## src/hw/rtl/psm_pkg.sv

```systemverilog
// ============================================================================
// psm_pkg
// Shared types, constants and helper functions of the Pauli string
// multiplier.
// ============================================================================
`timescale 1ns / 1ps
`default_nettype none

package psm_pkg;

    // Width of one packed string word and of the phase exponent.
    localparam int WORD_W  = 64;
    localparam int PHASE_W = 2;

    // Number of qubits (bit pairs) in one full word.
    localparam int QUBITS = WORD_W / 2;

    // Bits of the header word that carry the phase exponent.
    localparam int HDR_W = 2;

    // Result stream data: product word and phase, padded to whole bytes.
    localparam int M_TDATA_W = ((WORD_W + PHASE_W + 7) / 8) * 8;

    // Mask of the even (X part) bit of every qubit.
    localparam logic [WORD_W-1:0] EVEN_BITS = 64'h5555_5555_5555_5555;

    // Default number of entries in the queue between front and back.
    localparam int QUEUE_DEPTH = 2;

    // Width of a full population count over one qubit mask.
    localparam int POP_W = $clog2(QUBITS + 1);

    // One classified word pair as it travels from front to back.
    typedef struct packed {
        logic [WORD_W-1:0]  product;
        logic [PHASE_W-1:0] phase_inc;
        logic               last;
    } psm_work_t;

    // Population count of a 32-bit mask as a shallow two-level adder tree:
    // eight independent nibble counts, then a short sum of those.
    function automatic logic [POP_W-1:0] popcount32(input logic [QUBITS-1:0] v);
        logic [2:0]       nib [QUBITS/4];
        logic [POP_W-1:0] total;
        for (int i = 0; i < QUBITS / 4; i++)
        begin
            nib[i] = 3'(v[4*i]) + 3'(v[4*i+1]) + 3'(v[4*i+2]) + 3'(v[4*i+3]);
        end
        total = '0;
        for (int i = 0; i < QUBITS / 4; i++)
        begin
            total = total + POP_W'(nib[i]);
        end
        return total;
    endfunction

endpackage

`default_nettype wire

```

## src/hw/rtl/psm_front.sv

```systemverilog
// ============================================================================
// psm_front
// Front stage: takes in word pairs, tells header words from body words,
// forms the XOR product and the word's phase increment, and registers them.
// ============================================================================
`timescale 1ns / 1ps
`default_nettype none

module psm_front (
    input  wire logic                        clk,
    input  wire logic                        rst_n,
    input  wire logic                        in_valid,
    output logic                             in_ready,
    input  wire logic [psm_pkg::WORD_W-1:0]  left_word,
    input  wire logic [psm_pkg::WORD_W-1:0]  right_word,
    input  wire logic                        last_word,
    output logic                             out_valid,
    input  wire logic                        out_ready,
    output psm_pkg::psm_work_t               out_work
);

    logic                       at_first_reg;
    logic                       at_first_next;
    logic                       stage_valid_reg;
    logic                       stage_valid_next;
    psm_pkg::psm_work_t         work_reg;
    psm_pkg::psm_work_t         work_next;
    logic                       take;

    logic [psm_pkg::WORD_W-1:0]  x;
    logic [psm_pkg::WORD_W-1:0]  y;
    logic [psm_pkg::WORD_W-1:0]  p;
    logic [psm_pkg::WORD_W-1:0]  xs;
    logic [psm_pkg::WORD_W-1:0]  ys;
    logic [psm_pkg::WORD_W-1:0]  ps;
    logic [psm_pkg::WORD_W-1:0]  busy;
    logic [psm_pkg::WORD_W-1:0]  flip;
    logic [psm_pkg::QUBITS-1:0]  busy_q;
    logic [psm_pkg::QUBITS-1:0]  flip_q;
    logic [psm_pkg::POP_W-1:0]   busy_cnt;
    logic [psm_pkg::PHASE_W-1:0] hdr_phase;

    // The stage takes a new pair when it is empty or drains in this cycle.
    assign in_ready = !stage_valid_reg || out_ready;
    assign take     = in_valid && in_ready;

    // Header words lose their phase bits before the qubit product.
    always_comb
    begin
        if (at_first_reg)
        begin
            x         = left_word >> psm_pkg::HDR_W;
            y         = right_word >> psm_pkg::HDR_W;
            hdr_phase = left_word[psm_pkg::PHASE_W-1:0] + right_word[psm_pkg::PHASE_W-1:0];
        end
        else
        begin
            x         = left_word;
            y         = right_word;
            hdr_phase = '0;
        end
    end

    // Qubits that are non-identity in both operands and the product, and
    // among them those that give the opposite sign.
    assign p    = x ^ y;
    assign xs   = x >> 1;
    assign ys   = y >> 1;
    assign ps   = p >> 1;
    assign busy = (x | xs) & (y | ys) & (p | ps) & psm_pkg::EVEN_BITS;
    assign flip = ((xs & y) ^ (p & ps)) & busy;

    // Both masks live on even bits only; gather them into one bit per qubit.
    always_comb
    begin
        for (int i = 0; i < psm_pkg::QUBITS; i++)
        begin
            busy_q[i] = busy[2*i];
            flip_q[i] = flip[2*i];
        end
    end

    assign busy_cnt = psm_pkg::popcount32(busy_q);

    // Phase increment mod 4: popcount(busy) + 2 * parity(flip) + header phases.
    always_comb
    begin
        work_next.product   = at_first_reg ? (p << psm_pkg::HDR_W) : p;
        work_next.phase_inc = busy_cnt[psm_pkg::PHASE_W-1:0]
                            + {^flip_q, 1'b0}
                            + hdr_phase;
        work_next.last      = last_word;
    end

    // Control next-state logic.
    always_comb
    begin
        at_first_next    = at_first_reg;
        stage_valid_next = stage_valid_reg;
        if (take)
        begin
            at_first_next    = last_word;
            stage_valid_next = 1'b1;
        end
        else if (out_ready)
        begin
            stage_valid_next = 1'b0;
        end
    end

    // Control registers.
    always_ff @(posedge clk or negedge rst_n)
    begin
        if (!rst_n)
        begin
            at_first_reg    <= 1'b1;
            stage_valid_reg <= 1'b0;
        end
        else
        begin
            at_first_reg    <= at_first_next;
            stage_valid_reg <= stage_valid_next;
        end
    end

    // Payload register.
    always_ff @(posedge clk)
    begin
        if (take)
        begin
            work_reg <= work_next;
        end
    end

    assign out_valid = stage_valid_reg;
    assign out_work  = work_reg;

endmodule

`default_nettype wire

```

## src/hw/rtl/psm_queue.sv

```systemverilog
// ============================================================================
// psm_queue
// Short first-in first-out queue of classified word pairs that lets the
// front and back stages stall independently.
// ============================================================================
`timescale 1ns / 1ps
`default_nettype none

module psm_queue #(
    // Number of entries; a power of two, at least 2.
    parameter int DEPTH = psm_pkg::QUEUE_DEPTH
) (
    input  wire logic               clk,
    input  wire logic               rst_n,
    input  wire logic               in_valid,
    output logic                    in_ready,
    input  psm_pkg::psm_work_t      in_work,
    output logic                    out_valid,
    input  wire logic               out_ready,
    output psm_pkg::psm_work_t      out_work
);

    localparam int PTR_W = $clog2(DEPTH);
    localparam int CNT_W = $clog2(DEPTH + 1);

    psm_pkg::psm_work_t entry_reg [DEPTH];
    logic [PTR_W-1:0]   wr_ptr_reg;
    logic [PTR_W-1:0]   wr_ptr_next;
    logic [PTR_W-1:0]   rd_ptr_reg;
    logic [PTR_W-1:0]   rd_ptr_next;
    logic [CNT_W-1:0]   count_reg;
    logic [CNT_W-1:0]   count_next;
    logic               push;
    logic               pop;

    assign in_ready  = count_reg != CNT_W'(DEPTH);
    assign out_valid = count_reg != '0;
    assign push      = in_valid && in_ready;
    assign pop       = out_valid && out_ready;
    assign out_work  = entry_reg[rd_ptr_reg];

    // Pointer and fill count updates; pointers wrap at the power-of-two depth.
    always_comb
    begin
        wr_ptr_next = push ? wr_ptr_reg + PTR_W'(1) : wr_ptr_reg;
        rd_ptr_next = pop ? rd_ptr_reg + PTR_W'(1) : rd_ptr_reg;
        count_next  = count_reg;
        if (push && !pop)
        begin
            count_next = count_reg + CNT_W'(1);
        end
        else if (pop && !push)
        begin
            count_next = count_reg - CNT_W'(1);
        end
    end

    // Control registers.
    always_ff @(posedge clk or negedge rst_n)
    begin
        if (!rst_n)
        begin
            wr_ptr_reg <= '0;
            rd_ptr_reg <= '0;
            count_reg  <= '0;
        end
        else
        begin
            wr_ptr_reg <= wr_ptr_next;
            rd_ptr_reg <= rd_ptr_next;
            count_reg  <= count_next;
        end
    end

    // Entry storage.
    always_ff @(posedge clk)
    begin
        if (push)
        begin
            entry_reg[wr_ptr_reg] <= in_work;
        end
    end

endmodule

`default_nettype wire

```

## src/hw/rtl/psm_back.sv

```systemverilog
// ============================================================================
// psm_back
// Back stage: accumulates the phase exponent over a string and holds the
// result word in the output register.
// ============================================================================
`timescale 1ns / 1ps
`default_nettype none

module psm_back (
    input  wire logic                         clk,
    input  wire logic                         rst_n,
    input  wire logic                         in_valid,
    output logic                              in_ready,
    input  psm_pkg::psm_work_t                in_work,
    output logic                              out_valid,
    input  wire logic                         out_ready,
    output logic [psm_pkg::WORD_W-1:0]        product_word,
    output logic                              end_of_string,
    output logic [psm_pkg::PHASE_W-1:0]       final_phase
);

    logic [psm_pkg::PHASE_W-1:0] phase_sum_reg;
    logic [psm_pkg::PHASE_W-1:0] phase_sum_next;
    logic                        out_valid_reg;
    logic                        out_valid_next;
    logic [psm_pkg::WORD_W-1:0]  product_reg;
    logic                        last_reg;
    logic [psm_pkg::PHASE_W-1:0] phase_out_reg;
    logic [psm_pkg::PHASE_W-1:0] sum;
    logic                        take;

    // The output register reloads when empty or when its result is taken.
    assign in_ready = !out_valid_reg || out_ready;
    assign take     = in_valid && in_ready;

    // The running sum is zero at every header, so no first-word flag is needed.
    assign sum = phase_sum_reg + in_work.phase_inc;

    always_comb
    begin
        phase_sum_next = phase_sum_reg;
        out_valid_next = out_valid_reg;
        if (take)
        begin
            phase_sum_next = in_work.last ? '0 : sum;
            out_valid_next = 1'b1;
        end
        else if (out_ready)
        begin
            out_valid_next = 1'b0;
        end
    end

    // Control registers.
    always_ff @(posedge clk or negedge rst_n)
    begin
        if (!rst_n)
        begin
            phase_sum_reg <= '0;
            out_valid_reg <= 1'b0;
        end
        else
        begin
            phase_sum_reg <= phase_sum_next;
            out_valid_reg <= out_valid_next;
        end
    end

    // Result payload registers.
    always_ff @(posedge clk)
    begin
        if (take)
        begin
            product_reg   <= in_work.product;
            last_reg      <= in_work.last;
            phase_out_reg <= in_work.last ? sum : '0;
        end
    end

    assign out_valid     = out_valid_reg;
    assign product_word  = product_reg;
    assign end_of_string = last_reg;
    assign final_phase   = phase_out_reg;

endmodule

`default_nettype wire

```

## src/hw/rtl/pauli_string_multiply.sv

```systemverilog
// ============================================================================
// pauli_string_multiply
// Streaming multiplier of two packed Pauli strings with phase tracking.
// ============================================================================
// The block takes one word pair of two Pauli strings per cycle and returns
// one product word per pair, at a sustained rate of one pair per clock while
// the output is not stalled. Each result passes through the front register,
// one queue entry and the output register. The first pair of a
// string is its header: bits 1:0 of both words carry phase exponents, and
// its product word comes back with bits 1:0 cleared. The pair marked with
// tlast closes the string; its result carries tlast and the accumulated
// phase exponent mod 4 in bits 65:64 of tdata, which the host ORs into the
// first product word. Those bits are zero on all other results. The next
// pair after a tlast transfer starts a new string with a header.
`timescale 1ns / 1ps
`default_nettype none

module pauli_string_multiply #(
    // Entries in the queue between front and back; a power of two, >= 2.
    parameter int QUEUE_DEPTH = psm_pkg::QUEUE_DEPTH
) (
    input  wire logic                            clk,
    input  wire logic                            rst_n,
    input  wire logic                            s_axis_tvalid,
    output logic                                 s_axis_tready,
    // Fields from bit 0: left_word[63:0], right_word[63:0].
    input  wire logic [2*psm_pkg::WORD_W-1:0]    s_axis_tdata,
    // last_word.
    input  wire logic                            s_axis_tlast,
    output logic                                 m_axis_tvalid,
    input  wire logic                            m_axis_tready,
    // Fields from bit 0: product_word[63:0], final_phase[65:64], zeros above.
    output logic [psm_pkg::M_TDATA_W-1:0]        m_axis_tdata,
    // end_of_string.
    output logic                                 m_axis_tlast
);

    logic                          front_valid;
    logic                          q_in_ready;
    psm_pkg::psm_work_t            front_work;
    logic                          q_out_valid;
    logic                          back_ready;
    psm_pkg::psm_work_t            q_work;
    logic [psm_pkg::WORD_W-1:0]    back_product;
    logic [psm_pkg::PHASE_W-1:0]   back_phase;

    // Front stage: classify each pair and form its product and phase step.
    psm_front u_front (
        .clk        (clk),
        .rst_n      (rst_n),
        .in_valid   (s_axis_tvalid),
        .in_ready   (s_axis_tready),
        .left_word  (s_axis_tdata[psm_pkg::WORD_W-1:0]),
        .right_word (s_axis_tdata[2*psm_pkg::WORD_W-1:psm_pkg::WORD_W]),
        .last_word  (s_axis_tlast),
        .out_valid  (front_valid),
        .out_ready  (q_in_ready),
        .out_work   (front_work)
    );

    // Queue between the two stages.
    psm_queue #(
        .DEPTH (QUEUE_DEPTH)
    ) u_queue (
        .clk       (clk),
        .rst_n     (rst_n),
        .in_valid  (front_valid),
        .in_ready  (q_in_ready),
        .in_work   (front_work),
        .out_valid (q_out_valid),
        .out_ready (back_ready),
        .out_work  (q_work)
    );

    // Back stage: phase accumulation and output register.
    psm_back u_back (
        .clk           (clk),
        .rst_n         (rst_n),
        .in_valid      (q_out_valid),
        .in_ready      (back_ready),
        .in_work       (q_work),
        .out_valid     (m_axis_tvalid),
        .out_ready     (m_axis_tready),
        .product_word  (back_product),
        .end_of_string (m_axis_tlast),
        .final_phase   (back_phase)
    );

    // Pack the result fields into the output data bus, zero padded.
    assign m_axis_tdata = psm_pkg::M_TDATA_W'({back_phase, back_product});

    // The phase is reported only on the result that closes a string.
    assert property (@(posedge clk) disable iff (!rst_n)
        (m_axis_tvalid && !m_axis_tlast) |-> (back_phase == '0))
    else $error("Phase reported on a result that does not close a string.");

    // A queue that refuses entries must be offering one to the back stage.
    assert property (@(posedge clk) disable iff (!rst_n)
        !q_in_ready |-> q_out_valid)
    else $error("Queue reports full while holding no entry.");

    // A result can only appear after the queue offered an entry.
    assert property (@(posedge clk) disable iff (!rst_n)
        $rose(m_axis_tvalid) |-> $past(q_out_valid))
    else $error("Result appeared without a queued word pair.");

    // A stalled input side means the front register is occupied.
    assert property (@(posedge clk) disable iff (!rst_n)
        !s_axis_tready |-> (front_valid && !q_in_ready))
    else $error("Input stalled while the front stage could advance.");

endmodule

`default_nettype wire

```

## config.mk

```make
export PLATFORM = sky130hd
export DESIGN_NAME = pauli_string_multiply
export DESIGN_NICKNAME = d
export VERILOG_FILES = /design/src/hw/rtl/psm_pkg.sv /design/src/hw/rtl/psm_front.sv /design/src/hw/rtl/psm_queue.sv /design/src/hw/rtl/psm_back.sv /design/src/hw/rtl/pauli_string_multiply.sv
export SDC_FILE = /design/constraint.sdc
export NUM_CORES = 1
export LEC_CHECK = 0
export ABC_CLOCK_PERIOD_IN_PS = 12300
export BUFFER_PORTS_ARGS = -buffer_cell sky130_fd_sc_hd__buf_2
export CAP_MARGIN = 5
export CORE_UTILIZATION = 45
export CTS_CLUSTER_DIAMETER = 150
export DETAILED_ROUTE_END_ITERATION = 8
export PLACE_DENSITY = 0.67
export SETUP_SLACK_MARGIN = 0.05
export SYNTH_ARGS = -nofsm -noshare
export SYNTH_HDL_FRONTEND = slang
export SYNTH_HIERARCHICAL = 1
export SYNTH_SLANG_ARGS = --single-unit
```

## constraint.sdc

```tcl
create_clock -name clk -period 12.3 [get_ports clk]
set_clock_uncertainty 0.15 [all_clocks]
set_input_delay 1.23 -clock clk [delete_from_list [all_inputs] [get_ports clk]]
set_output_delay 1.23 -clock clk [all_outputs]
set_load 0.01 [all_outputs]
```

---- Word level (Yosys, flattened, before mapping) ----
Memory sizes are Yosys's and may differ from the RTL's.
Index checks and enable logic that the tools add are counted.
cells by class
  $add $sub $neg .......................... 39
  eq/ne operators ......................... 1
  mux-type cells .......................... 13
  bitwise logic cells ..................... 10
  reductions and logical operators ........ 16
operator list
  kind                   number
  $and A63 B63 Y63       5
  $mux W64               3
  $or A63 B63 Y63        3
  $xor A64 B64 Y64       1
  $xor A63 B63 Y63       1
  $add A2 B1 Y2          16
  $reduce_xor A32 Y1     1
  $add A2 B2 Y2          11
  $add A1 B1 Y2          8
  $mux W2                4
  $reduce_bool A2 Y1     4
  $mux W1                6
  $logic_and A1 B1 Y1    5
  $logic_not A1 Y1       4
  $add A1 B1 Y1 const B  2
  $add A2 B1 Y2 const B  1
  $logic_or A1 B1 Y1     2
  $ne A2 B2 Y1 const B   1
  $sub A2 B1 Y2 const B  1
storage, ports and cells
  register bits ........................... 143
  bits in writable memories ............... 134
  input port bits ......................... 133
  memories kept ........................... 1
memory list
  memory             words  width  read ports  clocked after memory_dff  wr ports  line             text
  u_queue.entry_reg  2      67     1           0                         1         psm_queue.sv:26  psm_pkg::psm_work_t entry_reg [DEPTH];

---- Longest topological paths before layout ----
  depth in word-level cells ............... 16
  gate-level depth with buffers ........... 23
  depth with buffers taken out ............ 20

---- Cells and area by module ----
The synthesis kept the hierarchy.
by module, submodules not included
  module                 times used  cells each  area an instance (um^2)
  psm_front              1           611         5789.3
  psm_queue              1           227         5119.9
  psm_back               1           86          2205.9
  pauli_string_multiply  1           7           48.8

---- Least setup slack after synthesis ----
Ideal clock, no wire load.
  path type ............................... input to register
  from .................................... input port s_axis_tdata[93] (netlist name)
  to ...................................... register u_front.work_reg (netlist bit u_front/out_work[2]) (data pin)
  data arrival time ....................... 6.651 ns
  data required time ...................... 11.882 ns
  path slack .............................. 5.231 ns
  stages on the path ...................... 19
  path buffers ............................ 0
  cells stage by stage .................... nand3_1 > o21ai_0 > nor2b_1 > or2_2 > fa_1 > inv_1 > fa_1 > fa_1 > fa_1 > fa_1 > fa_1 > fa_1 > xor2_1 > xnor2_1 > xnor2_1 > xnor3_1 > xnor2_1 > xnor3_1 > xnor3_1
RTL lines
  item                  line                         text
  start, declared       pauli_string_multiply.sv:27  input wire logic [2*psm_pkg::WORD_W-1:0] s_axis_tdata,
  end signal, assigned  psm_front.sv:131             work_reg <= work_next;
  end, declared         psm_front.sv:26              psm_pkg::psm_work_t work_reg;

==> out/metrics.cfg <==
[die]
ios = 208
core_um2 = 28700
row_count = 62
dieArea_um2 = 29900
die_x_um = 173
die_h_um = 173
start_util_pct = 45.9

[global_route]
grt_max_degree = 131
track_usage_pct = 19.1
grt_antenna_before_repair = 4
first_global_vias = 7820
grt_pass1_wl_um = 43500
overflow = 0

[cts]
clkTransAtPathRegs_ps = 60
postCtsHoldBufs = 0
cts_buffer_depth = 3
cts_tree = built
clock_latency_ps = 540
cts_setup_buffers = 0
clock-sinks = 277
postCtsResizedCells = 0
ctsHtreeMaxLevel = 1
cts-root-buf = clkbuf_16
cts-buffers-inserted = 28

[power]
p_leak_nw = 5.93
switching_share_pct = 31.1
p_sw_w = 0.00142
pwr-share-seq_pct = 35.3
p_int_w = 0.00314
power.density_nw_per_um2 = 296
p_comb_share_pct = 46.7
total_power_w = 0.00456
clkPwrFrac_pct = 18.1
ir_drop_mv = 0.481

[worst_setup_path]
timing.rr.start = u_front/at_first_reg
r2r_setup_slack_ps = 4140
cp_slowest_cell = dfstp_4
cp.depth = 21
cp_slowest_stage_delay_ps = 1240
cp_common_cell = fa_1
crit_path_cell_trace = inv_2 -> buf_4 -> o21ai_0 -> nor2b_1 -> nor2_1 -> fa_1 -> inv_1 -> fa_1 -> fa_1 -> inv_1 -> fa_1 -> fa_1 -> fa_1 -> fa_1 -> xor2_1 -> xnor2_1 -> xnor2_1 -> xnor3_1 -> xnor2_1 -> xnor3_1 -> xnor3_1
end_kind = register
path_buf_inv = 4
timing.rr.end = u_front/out_work[2]
cp-start-kind = register
critPathTopFamily = adder cells
cp-startpoint = u_front/at_first_reg
cp-endpoint = u_front/out_work[2]
worstSetupPathType = reg2reg
crit_arrival_ps = 8290
path_max_fanout = 130
cp_data_required_time_ps = 12430
reg2reg_depth = 21

[finish]
largest_register_ffs = 134
layout-drive-gt1-share_pct = 29.1
final_cell_area_um2 = 15400
fin_nets = 1291
area_delta_synth_final_pct = 17.2
fin_util_pct = 53.7

[place]
place_area_um2 = 14500
dp_hpwl_um = 20700
portBuffers = 201
gp_congestion = 0.877

[sta]
fmax_ghz = 0.123
tightestPinTransition_ps = 1030
setup_tns_ps = 0
slew_violations = 0
maxSlewHeadroom_pct = 31.1
setup_viol = 0
fin_crit_sh_pct = 66.3
period_needed_ps = 8160
report.final.hold_viol_count = 0
timing.hold.ws_ps = 290
rsz0062_at_grt = no

[status]
status = complete, no violations

[drt]
drt_first_iter_violations = 561
drt_pass1_iterations = 5
vias = 7792
post-route-drc-count = 0
avgViaCountPerCell = 5.04
ant_nets = 0
drt-total-wl_um = 28300
wl_per_cell_um = 18.3

[logic_synthesis]
synthArstFlopShare_pct = 3.25
netlist_instances = 931
synth_ff_type = edfxtp_1
synth_cell_type_count = 44
avgSynthCellArea_um2 = 14.1
synth-edff-count = 268
synth_seq_cells = 277
syn_area_um2 = 13200
ys_warn_count = 6
ys_seq_area_share_pct = 62.9

[run]
maxCapViolCount = 0

[hold_path]
hp-class = reg2reg

-- cell usage in the layout (no fill, tap or decap), types with 30 or more instances in the layout --
cell      Yosys  final
edfxtp_1    268    268
buf_2        22    201
xnor2_1      65     65
nand2_1      63     63
o21ai_0      62     62
xor2_1       57     57
mux2_2       54     54
nand3_1      40     40
nor2b_1      32     32
mux2i_1      31     31
inv_1        31     30
-- kinds of logic (layout without fill, tap and decap cells) --
| family | count (synthesis) | after routing | synth area share [%] |
|---|---|---|---|
| muxes | 105 | 105 | 9.26 |
| xor gates and xnor gates | 127 | 127 | 8.98 |
| and+or+nand+nor | 246 | 246 | 9.99 |
| AOI/OAI and AO/OA | 90 | 90 | 3.59 |
| other | 1 | 9 | 0.0285 |
| buffers and inverters | 66 | 289 | 2.58 |
| DFF | 277 | 277 | 62.9 |
| adders and majority gates | 19 | 19 | 2.72 |
-- Yosys cell counts, types with 2 or more instances --
cell | instances | area share, %
a21oi_1 | 11 | 0.42
a31oi_1 | 13 | 0.62
and2_1 | 15 | 0.71
and2_2 | 2 | 0.11
buf_2 | 22 | 0.84
buf_4 | 7 | 0.40
buf_6 | 2 | 0.17
buf_8 | 2 | 0.23
dfrtp_1 | 8 | 1.5
edfxtp_1 | 268 | 61
fa_1 | 16 | 2.4
ha_1 | 3 | 0.29
inv_1 | 31 | 0.88
mux2_2 | 54 | 4.6
mux2_4 | 20 | 2.3
mux2i_1 | 31 | 2.4
nand2_1 | 63 | 1.8
nand2b_1 | 22 | 1.0
nand3_1 | 40 | 1.5
nand3b_1 | 24 | 1.4
nor2_1 | 13 | 0.37
nor2b_1 | 32 | 1.5
nor3_1 | 23 | 0.87
o21ai_0 | 62 | 2.4
o21ai_1 | 2 | 0.076
or2_2 | 4 | 0.19
xnor2_1 | 65 | 4.3
xnor3_1 | 4 | 0.68
xor2_1 | 57 | 3.8
-- worst reg2reg max path: stages (launching register included) --
cell	delay, ps
dfstp_4	1240
inv_2	470
buf_4	380
o21ai_0	260
nor2b_1	200
nor2_1	80
fa_1	530
inv_1	50
fa_1	460
fa_1	520
inv_1	60
fa_1	550
fa_1	430
fa_1	470
fa_1	390
xor2_1	160
xnor2_1	220
xnor2_1	170
xnor3_1	350
xnor2_1	190
xnor3_1	230
xnor3_1	360
-- power groups by stage --
stage	Sequential, W	Combinational, W	Clock, W
3_3_place_gp	0.00162	0.00207	0
4_1_cts	0.00161	0.00216	0.000846
2_1_floorplan	0.00165	0.00166	0
6_report	0.00161	0.00213	0.000825
3_5_place_dp	0.00163	0.00215	0
5_1_grt	0.00164	0.00236	0.000886
-- how the worst min path moves through the flow --
stage,slack (ps),end,start,cells after the start
after global placement,270,u_queue/entry_reg[0][14],u_front/out_work[14],0
after global routing,290,u_queue/entry_reg[1][39],u_front/out_work[39],0
after detailed placement,280,u_queue/entry_reg[1][12],u_front/out_work[12],0
final,290,u_queue/entry_reg[1][39],u_front/out_work[39],0
after floorplan,270,u_queue/entry_reg[0][0],u_front/out_work[0],0
after CTS,290,u_queue/entry_reg[1][39],u_front/out_work[39],0
-- routing by layer --
layer,wire length [um],share of wire (%),up-vias,track usage (%)
met5,13,0.046,-,0
met4,529,1.9,2,5.05
met3,1680,6.0,39,3.12
met2,13700,48,252,31.7
met1,12400,44,3736,26.1
li1,-,-,3763,-
-- layout make-up --
cell class | count | area, um^2
repair buffers | 207 | 1050
multi-input cells | 593 | 4580
clock buffers | 32 | 737
well taps | 384 | 480
inverters | 32 | 120
fillers | 2421 | 13300
diodes | 3 | 7.51
clock inverters | 18 | 165
flip-flops and latches | 277 | 8280
-- metrics by stage --
stage | cells | setup WS [ps]
2_1_floorplan | 936 | 5230
3_3_place_gp | 1493 | 4440
3_5_place_dp | 1493 | 4190
4_1_cts | 1543 | 4180
5_1_grt | 1544 | 3680
6_report | 1546 | 4140
No activity file was read; power rests on OpenSTA's default activity.
